`src/rtl/core/htvt_pkg.sv`:
```
// ----------------------------------------------------------------------------
// htvt_pkg: shared types and constants of the hot target value tracker
// Defaults, beat structs and sequencer state encoding.
// ----------------------------------------------------------------------------
`default_nettype none

package htvt_pkg;

    localparam int NumSitesDef      = 256;
    localparam int SteadyEntriesDef = 6;
    localparam int ClearEntriesDef  = 4;
    localparam int CountWidthDef    = 32;

    localparam logic [1:0] PlcSteady  = 2'd0;
    localparam logic [1:0] PlcClear   = 2'd1;
    localparam logic [1:0] PlcDropped = 2'd2;

    typedef struct packed {
        logic [7:0]  site_id;
        logic [63:0] target_value;
    } t_in_beat;

    typedef struct packed {
        logic [31:0] exec_count;
        logic [63:0] top_value;
        logic [31:0] top_count;
        logic [1:0]  placement;
        logic        merged;
    } t_out_beat;

    typedef enum logic [2:0] {
        ST_CLEAR,
        ST_IDLE,
        ST_READ,
        ST_LOAD,
        ST_MERGE,
        ST_PLACE,
        ST_WRITE,
        ST_OUT
    } t_state;

endpackage

`default_nettype wire

```
`src/rtl/core/htvt_cmp_unit.sv`:
```
// ----------------------------------------------------------------------------
// htvt_cmp_unit: shared compare unit
// One count compare and one value match per cycle for the sequencer.
// ----------------------------------------------------------------------------
`default_nettype none

module htvt_cmp_unit #(
    parameter int CountW = htvt_pkg::CountWidthDef
) (
    input  wire logic [CountW-1:0] i_ca,
    input  wire logic [CountW-1:0] i_cb,
    input  wire logic [63:0]       i_va,
    input  wire logic [63:0]       i_vb,
    output logic                   o_ge,
    output logic                   o_lt,
    output logic                   o_match
);
    assign o_ge    = i_ca >= i_cb;
    assign o_lt    = i_ca < i_cb;
    assign o_match = (i_va == i_vb);
endmodule

`default_nettype wire

```
`config.mk`:
```
export PLATFORM = sky130hd
export DESIGN_NAME = htvt_cmp_unit
export DESIGN_NICKNAME = d
export VERILOG_FILES = /design/src/rtl/core/htvt_pkg.sv /design/src/rtl/core/htvt_cmp_unit.sv
export SDC_FILE = /design/constraint.sdc
export NUM_CORES = 1
export LEC_CHECK = 0
export BUFFER_PORTS_ARGS = -buffer_cell sky130_fd_sc_hd__buf_2
export CAP_MARGIN = 20
export CORE_MARGIN = 2
export CORE_UTILIZATION = 28
export DETAILED_ROUTE_END_ITERATION = 10
export GPL_TIMING_DRIVEN = 1
export PLACE_DENSITY = 0.72
export SLEW_MARGIN = 20
export SYNTH_ARGS = -nofsm -noshare
export SYNTH_HDL_FRONTEND = slang
export SYNTH_SLANG_ARGS = --single-unit
```
`constraint.sdc`:
```
create_clock -name vclk -period 5.1
set_input_delay 0.51 -clock vclk [all_inputs]
set_output_delay 0.51 -clock vclk [all_outputs]
set_load 0.02 [all_outputs]
```
# [Word level (Yosys, flattened, before mapping)]
# Cells that the tools add are included.
[classes] magnitude_cmp=2 eq_ne=1
[op_table] cell="equality test 64 bit" n=1
[op_table] cell=">= comparator 32 bit" n=1
[op_table] cell="less-than comparator 32 bit" n=1
[word_totals] reg_bits=0 in_bits=192 out_inout_bits=3 wordCells=3

# [Longest topological paths before layout]
# Gate-level depths: netlist of the first run.
[logic_depth] depth_word=1 ltp_mapped=7

# [Worst setup path after synthesis of the first run]
# Ideal clock, no wire load.
[synth_path] path_type="input -> output" from="in i_cb[30]" to="out o_lt" t_arrival_ns=1.997 slack_ns=2.593 path_stages=7 cell_sequence="inv_1 ha_1 a21oi_2 nand2_1 a221o_1 a21o_1 nor3_1"
[synth_between] elab_chain_cells=1
[synth_rtl] element="start, declared" line="htvt_cmp_unit.sv:11" text="input wire logic [CountW-1:0] i_cb,"
[synth_rtl] element="less-than comparator 32 bit" line="htvt_cmp_unit.sv:19" text="assign o_lt = i_ca < i_cb;"
[synth_rtl] element="end, declared" line="htvt_cmp_unit.sv:15" text="output logic o_lt,"
# Every way passes these cells.

# [Worst setup path after layout of the first run]
[layout_path] from="in i_ca[17]" to="out o_ge"
[layout_between] elab_chain_cells=1
[layout_rtl] element="start, declared" line="htvt_cmp_unit.sv:10" text="input wire logic [CountW-1:0] i_ca,"
[layout_rtl] element=">= comparator 32 bit" line="htvt_cmp_unit.sv:18" text="assign o_ge = i_ca >= i_cb;"
[layout_rtl] element="end, declared" line="htvt_cmp_unit.sv:14" text="output logic o_ge,"
# Every way passes these cells.

==> results of run 1 <==
[worst max-delay path, stage by stage]
cell and delay [ns]:
buf_2 0.10, ha_1 0.30, a21oi_1 0.18, o21ai_1 0.10, a2111oi_2 0.38, nor3_1 0.11
or3_1 0.38, buf_2 0.17
[cells by family (layout without fill, tap and decap cells)]
kind of cell | count (synthesis) | in the layout | synth area share (%)
buf+inv | 33 | 228 | 8.13
xor+xnor | 64 | 64 | 36.8
fa+ha+maj | 32 | 32 | 26.3
simple gates | 46 | 46 | 18.1
compound gates | 25 | 25 | 10.8
[cell type report]
class | instances | area (sq um) | area share, %
inverter | 33 | 124 | 4.79
multi-input combinational | 167 | 1400 | 54.1
tap | 70 | 87.6 | 3.38
timing repair buffer | 195 | 976 | 37.7
[Yosys cell counts]
library cell and instances:
nor2_1 2, a2111oi_2 1, a221oi_1 1, o21ai_0 3, inv_1 33, o21ai_1 2
nand4_1 12, and4_1 1, nand2_1 5, nor4_1 17, a221o_1 1, nand3_1 1
nand2b_1 1, xor2_1 64, or3_1 2, a21o_1 3, o211ai_1 1, nor4_2 1
a21oi_1 10, a21oi_2 1, ha_1 32, nor2b_1 2, a2111oi_0 1, a211oi_1 1
nor3_1 2
[per-stage QoR]
step	hold slack (ns)	total power [mW]	std cells	utilization, %	setup slack [ns]
detailed placement	1.57	0.186	465	50.0	2.36
finish	1.56	0.185	465	50.0	2.37
global placement	1.57	0.182	465	50.0	2.45
floorplan	1.33	0.0865	200	-	2.59
global route	1.60	0.211	465	50.0	2.27
CTS	1.57	0.187	465	50.0	2.35
[layer usage]
metal  wire length (microns)  GRT usage, %
met1                    2130          19.0
met2                    3070          36.8
met3                     311         0.814
met4                      48          1.25
met5                       0             0
[report_power, final]
part / total (mW) / leakage (nW) / internal [mW] / switching [mW]
sequential: 0 / 0 / 0 / 0
combinational: 0.185 / 1.57 / 0.103 / 0.0818
clock: 0 / 0 / 0 / 0
total: 0.185 / 1.57 / 0.103 / 0.0818
[worst paths after layout]
kind	end	slack [ns]	from	cells after the start
max	o_ge	2.37	i_ca[17]	8
min	o_match	1.56	i_vb[30]	6
==> impl_metrics.ini, run 1 <==
[setup_path]
worst-setup-path-type = primary input to primary output
worstPathArrival_ns = 2.22
cp.required_ns = 4.59
startpoint_type = primary input
endpoint_kind = primary output
crit_fanout = 2

[sta]
drv_slew = 0
fmax_mhz = 366
hold_viol_final = 0
rsz0062_at_grt = no
max-slew-margin-rel_pct = 66.9
finalCriticalPeriod_ns = 2.73
setup_viol = 0
layout_worst_path_cycle_share_pct = 53.6
setup_tns_ns = 0
worst_slew_pin_slew_ns = 0.491

[run_status]
status = finished, final reports clean

[route]
ant_nets = 0
wl_microns = 5570
drt_iter0_drc = 58
drc = 0
vias = 2022
detail_route.wl_per_cell_microns = 12.0
via_per_inst = 4.35
firstDrtPassIters = 4

[place]
dp_hpwl_microns = 5380
io_buffers = 195
dpl_cell_area_sq_um = 2590
place_congestion = 0.843

[layout]
post-route-cell-area_sq_um = 2590
ff_latch_area_sq_um = 0
layout.nets = 621
drive_gt1_share_pct = 50.1
syn_to_final_growth_pct = 69.8
fill_cells = 497
nClkBuffers = 0
layout_commonest_cell = buf_2
design.seq.count = 0
antenna_cells = 0
layout_common_cells = buf_2 (195), xor2_1 (64), inv_1 (33)

[floorplanning]
core_sq_um = 5170
fp.dieW_microns = 77.8
rows = 26
die_h_microns = 77.8
dieArea_sq_um = 6050
start_util_pct = 29.5
ios = 195

[logic_synthesis]
postSynthAreaPerCell_sq_um = 7.62
syn_inst = 200
synthDominantCellAreaShare_pct = 36.8
netlist_area_sq_um = 1520
synth-seq-area-share_pct = 0
synth_top_area_cell = xor2_1
ys_top_cells_by_area = xor2_1 (37%), ha_1 (26%), inv_1 (8.1%)
synth_warnings = 0
synthesis.nets = 424
yosysUniqueCellTypes = 25

[clock_tree]
cts_setup_buffers = 0
cts_hold_buffers = 0
cts_resized = 0

[power_and_ir_drop]
p_leak_nw = 1.57
peakVddDrop_v = 0.0000359
p_per_area_nw_per_um2 = 71.5

[grt]
grt_overflow_total = 0
antenna_found_initial = 0
grtUsageTotal_pct = 17.3
grt_pass1_wl_microns = 8640
grt_max_degree = 4
first_global_vias = 2050

[run]
drv_cap = 0

[worst_hold_path]
hp-class = primary input to primary output
(Power assumes the default switching activity.)
==> inputs of run 2 (changes only) <==
==> constraint.sdc (replaced) <==
create_clock -name vclk -period 2.79
set_input_delay 0.279 -clock vclk [all_inputs]
set_output_delay 0.279 -clock vclk [all_outputs]
set_load 0.02 [all_outputs]
==> run 2 against run 1 <==
Cell count unchanged. Highest routed layer unchanged. Clock-buffer cell count unchanged. First-iteration DRC count down 22%. Critical endpoint unchanged. Sequential cell count unchanged.
==> impl_metrics.ini, run 2 (same netlist as run 1, synthesis figures left out) <==
[route]
ant_nets = 0
drt_iter0_drc = 45
wl_microns = 5610
detail_route.wl_per_cell_microns = 12.1
firstDrtPassIters = 4
drc = 0
vias = 2068
via_per_inst = 4.45

[floorplanning]
start_util_pct = 29.5
rows = 26
ios = 195
core_sq_um = 5170
die_h_microns = 77.8
dieArea_sq_um = 6050
fp.dieW_microns = 77.8

[sta]
worst_slew_pin_slew_ns = 0.487
drv_slew = 0
max-slew-margin-rel_pct = 67.2
setup_tns_ns = 0
setup_viol = 0
fmax_mhz = 442
rsz0062_at_grt = no
layout_worst_path_cycle_share_pct = 81.1
finalCriticalPeriod_ns = 2.26
hold_viol_final = 0

[layout]
drive_gt1_share_pct = 50.1
ff_latch_area_sq_um = 0
layout_commonest_cell = buf_2
utilization_pct = 50.0
layout.nets = 621
nClkBuffers = 0
layout_common_cells = buf_2 (195), xor2_1 (64), inv_1 (33)
design.seq.count = 0
fill_cells = 503
final_cells = 465
syn_to_final_growth_pct = 69.8
antenna_cells = 0

[setup_path]
cp.required_ns = 2.51
worst-setup-path-type = primary input to primary output
startpoint = i_ca[13]
max_stage_delay_ns = 0.35
cp_cell_sequence = buf_2 > ha_1 > a21oi_1 > o21ai_0 > a221o_1 > a21o_1 > or3_1 > buf_2
cp_slowest_cell = or3_1
critical_path.top_delay_family = compound AO/OA/AOI/OAI gates
startpoint_type = primary input
endpoint_kind = primary output
path_common_cell = buf_2
worstPathArrival_ns = 1.98
crit_buf_inv = 2
crit_fanout = 2

[grt]
grt_overflow_total = 0
grt_pass1_wl_microns = 8780
first_global_vias = 2123
antenna_found_initial = 0
grt_max_degree = 4
grtUsageTotal_pct = 17.6

[place]
dp_cells = 465
dp_hpwl_microns = 5450
io_buffers = 195
place_congestion = 0.842

[power_and_ir_drop]
p_per_area_nw_per_um2 = 131
power_mw = 0.338
peakVddDrop_v = 0.0000639
p_leak_nw = 1.57

[worst_hold_path]
min_from = i_vb[13]
hp-class = primary input to primary output
hold_depth = 6
hold_end = o_match

[run]
drv_cap = 0

[run_status]
status = finished, final reports clean

[clock_tree]
cts_setup_buffers = 0
cts_resized = 0
cts_hold_buffers = 0
[run 2: cell counts in the layout (fill, tap and decap cells not counted)]
Identical to the previous run, type by type.
[run 2: power by group]
group	leakage [nW]	internal, mW	switching (mW)	total [mW]
registers	0	0	0	0
clock network	0	0	0	0
logic	1.57	0.189	0.149	0.338
[run 2: final cells by class]
type,instances,area [sq um],area share [%]
repair buffers,195,976,37.7
well taps,70,87.6,3.38
inverters,33,124,4.79
multi-input cells,167,1400,54.1
[run 2: worst max path at each step]
stage          slack [ns]   end  cells after the start
4_1_cts              0.52  o_ge                      8
2_1_floorplan        0.75  o_lt                      7
5_1_grt              0.42  o_ge                      8
6_report             0.53  o_ge                      8
3_5_place_dp         0.52  o_ge                      8
3_3_place_gp         0.60  o_ge                      8
[run 2: stage by stage]
stage	setup slack (ns)	instance area (sq um)	hold slack, ns
CTS	0.522	2590	1.11
floorplan	0.745	1520	0.866
finish	0.526	2590	1.11
global placement	0.603	2590	1.11
global route	0.419	2590	1.15
detailed placement	0.521	2590	1.11
[run 2: metal layers]
metal	global-route usage [%]	share of wire, %	vias up
met5	0	0	-
met2	36.8	55	93
li1	-	-	1092
met4	1.79	1.2	0
met1	19.4	37	877
met3	1.05	6.0	6
==> inputs of run 3 (changes only) <==
--- a/config.mk
+++ b/config.mk
@@ -5,13 +5,14 @@
 export SDC_FILE = /design/constraint.sdc
 export NUM_CORES = 1
 export LEC_CHECK = 0
+export ABC_AREA = 1
 export BUFFER_PORTS_ARGS = -buffer_cell sky130_fd_sc_hd__buf_2
 export CAP_MARGIN = 20
 export CORE_MARGIN = 2
 export CORE_UTILIZATION = 28
 export DETAILED_ROUTE_END_ITERATION = 10
 export GPL_TIMING_DRIVEN = 1
-export PLACE_DENSITY = 0.72
+export PLACE_DENSITY = 0.68
 export SLEW_MARGIN = 20
 export SYNTH_ARGS = -nofsm -noshare
 export SYNTH_HDL_FRONTEND = slang
==> constraint.sdc (replaced) <==
create_clock -name vclk -period 2.35
set_input_delay 0.235 -clock vclk [all_inputs]
set_output_delay 0.235 -clock vclk [all_outputs]
set_load 0.02 [all_outputs]
==> run 3 against run 2 <==
Combinational power grew 35%. Sequential share of layout area unchanged. Synthesized cell count grew 49%. Die area up 16%. Core utilization fell by 4.4 points. Largest cell class unchanged. Largest power group unchanged.
==> impl_metrics.ini, run 3 <==
[run_status]
status = finished, final reports clean

[logic_synthesis]
ys_top_cells_by_area = xnor2_1 (26%), ha_1 (23%), nand2_1 (17%)
synth_top_area_cell = xnor2_1
syn_inst = 298
synth-seq-area-share_pct = 0
synth_warnings = 0
postSynthAreaPerCell_sq_um = 5.97
synthesis.nets = 522
synthDominantCellAreaShare_pct = 25.6
netlist_top_cells_count = nand2_1 (79), inv_1 (55), xnor2_1 (52)
yosysUniqueCellTypes = 23
yosys.cell_count.top_type = nand2_1
netlist_area_sq_um = 1780

[setup_path]
cp.required_ns = 2.12
critical_path.top_delay_family = compound AO/OA/AOI/OAI gates
crit_fanout = 3
cp_cell_sequence = buf_2 > ha_1 > a21oi_1 > nand2_1 > a21oi_1 > nand2_1 > a21oi_1 > buf_2
max_stage_delay_ns = 0.31
cp_slowest_cell = ha_1
startpoint_type = primary input
worst-setup-path-type = primary input to primary output
crit_buf_inv = 2
path_common_cell = a21oi_1
worstPathArrival_ns = 1.44
endpoint_kind = primary output

[place]
dp_hpwl_microns = 5240
io_buffers = 195
dp_slack_ns = 0.641
place_congestion = 0.772

[route]
firstDrtPassIters = 4
wl_microns = 5350
detail_route.wl_per_cell_microns = 9.38
via_per_inst = 4.11
vias = 2343
ant_nets = 0
drc = 0
drt_iter0_drc = 29

[floorplanning]
start_util_pct = 28.5
ios = 195
die_h_microns = 83.7
core_sq_um = 6240
dieArea_sq_um = 7000
rows = 29
fp.dieW_microns = 83.7

[grt]
first_global_vias = 2282
grt_overflow_total = 0
grt_pass1_wl_microns = 8680
grtUsageTotal_pct = 14.3
antenna_found_initial = 0
grt_max_degree = 4

[layout]
ff_latch_area_sq_um = 0
multi_input_comb_area_sq_um = 1560
drive_gt1_share_pct = 41.6
layout_commonest_cell = buf_2
layout.nets = 719
nClkBuffers = 0
fill_cells = 663
design.seq.count = 0
antenna_cells = 0
syn_to_final_growth_pct = 60.3
layout_common_cells = buf_2 (195), nand2_1 (79), inv_1 (55)

[clock_tree]
cts_setup_buffers = 0
cts_resized = 0
cts_hold_buffers = 0

[sta]
setup_tns_ns = 0
layout_worst_path_cycle_share_pct = 71.3
setup_viol = 0
worst_slew_pin_slew_ns = 0.214
hold_viol_final = 0
setup_ws_ns = 0.675
rsz0062_at_grt = no
max-slew-margin-rel_pct = 85.6
fmax_mhz = 597
drv_slew = 0
finalCriticalPeriod_ns = 1.68

[power_and_ir_drop]
p_per_area_nw_per_um2 = 160
p_leak_nw = 1.74
peakVddDrop_v = 0.000101

[run]
drv_cap = 0

[worst_hold_path]
hp-class = primary input to primary output
-- run 3: changes by cell type after synthesis, moves of 8 or more --
cell,change
nand2_1,+74
nor4_1,-17
xnor2_1,+52
xor2_1,-64
nand3_1,+10
nor2_1,+26
nand4_1,-8
inv_1,+22
-- run 3: kinds of logic (layout without fill, tap and decap cells) --
family	count (synthesis)	after routing	share of synthesized area, %
buffers and inverters	58	253	12.2
adders and majority gates	32	32	22.5
and+or+nand+nor	135	135	33.3
AOI/OAI and AO/OA	21	21	6.33
xor gates and xnor gates	52	52	25.6
-- run 3: layout make-up --
cell class | instances | share of cell area, %
well taps | 77 | 3.38
inverters | 58 | 7.64
repair buffers | 195 | 34.2
multi-input cells | 240 | 54.7
-- run 3: metal layers --
| layer | part of all wire, % | vias up | global-route usage (%) |
|---|---|---|---|
| met1 | 39 | 924 | 16.1 |
| li1 | - | 1305 | - |
| met4 | 3.4 | 0 | 4.40 |
| met5 | 0 | - | 0 |
| met2 | 51 | 96 | 28.0 |
| met3 | 6.0 | 18 | 0.989 |
-- run 3: final timing paths --
path / start / endpoint / cells past startpoint
hold / removal: i_va[11] / o_match / 9
setup / recovery: i_ca[11] / o_lt / 8
-- run 3: per-stage QoR --
step	cells	utilization [%]	hold slack (ns)	cell area, sq um	power, mW
floorplan	298	-	0.790	1780	0.244
global placement	570	45.7	1.00	2850	0.450
detailed placement	570	45.7	1.00	2850	0.462
CTS	570	45.7	1.00	2850	0.464
global route	570	45.7	1.03	2850	0.522
finish	570	45.7	0.994	2850	0.456
-- run 3: report_power, final --
group,switching (mW),internal [mW]
Combinational,0.200,0.256
Clock,0,0
Sequential,0,0
Total,0.200,0.256
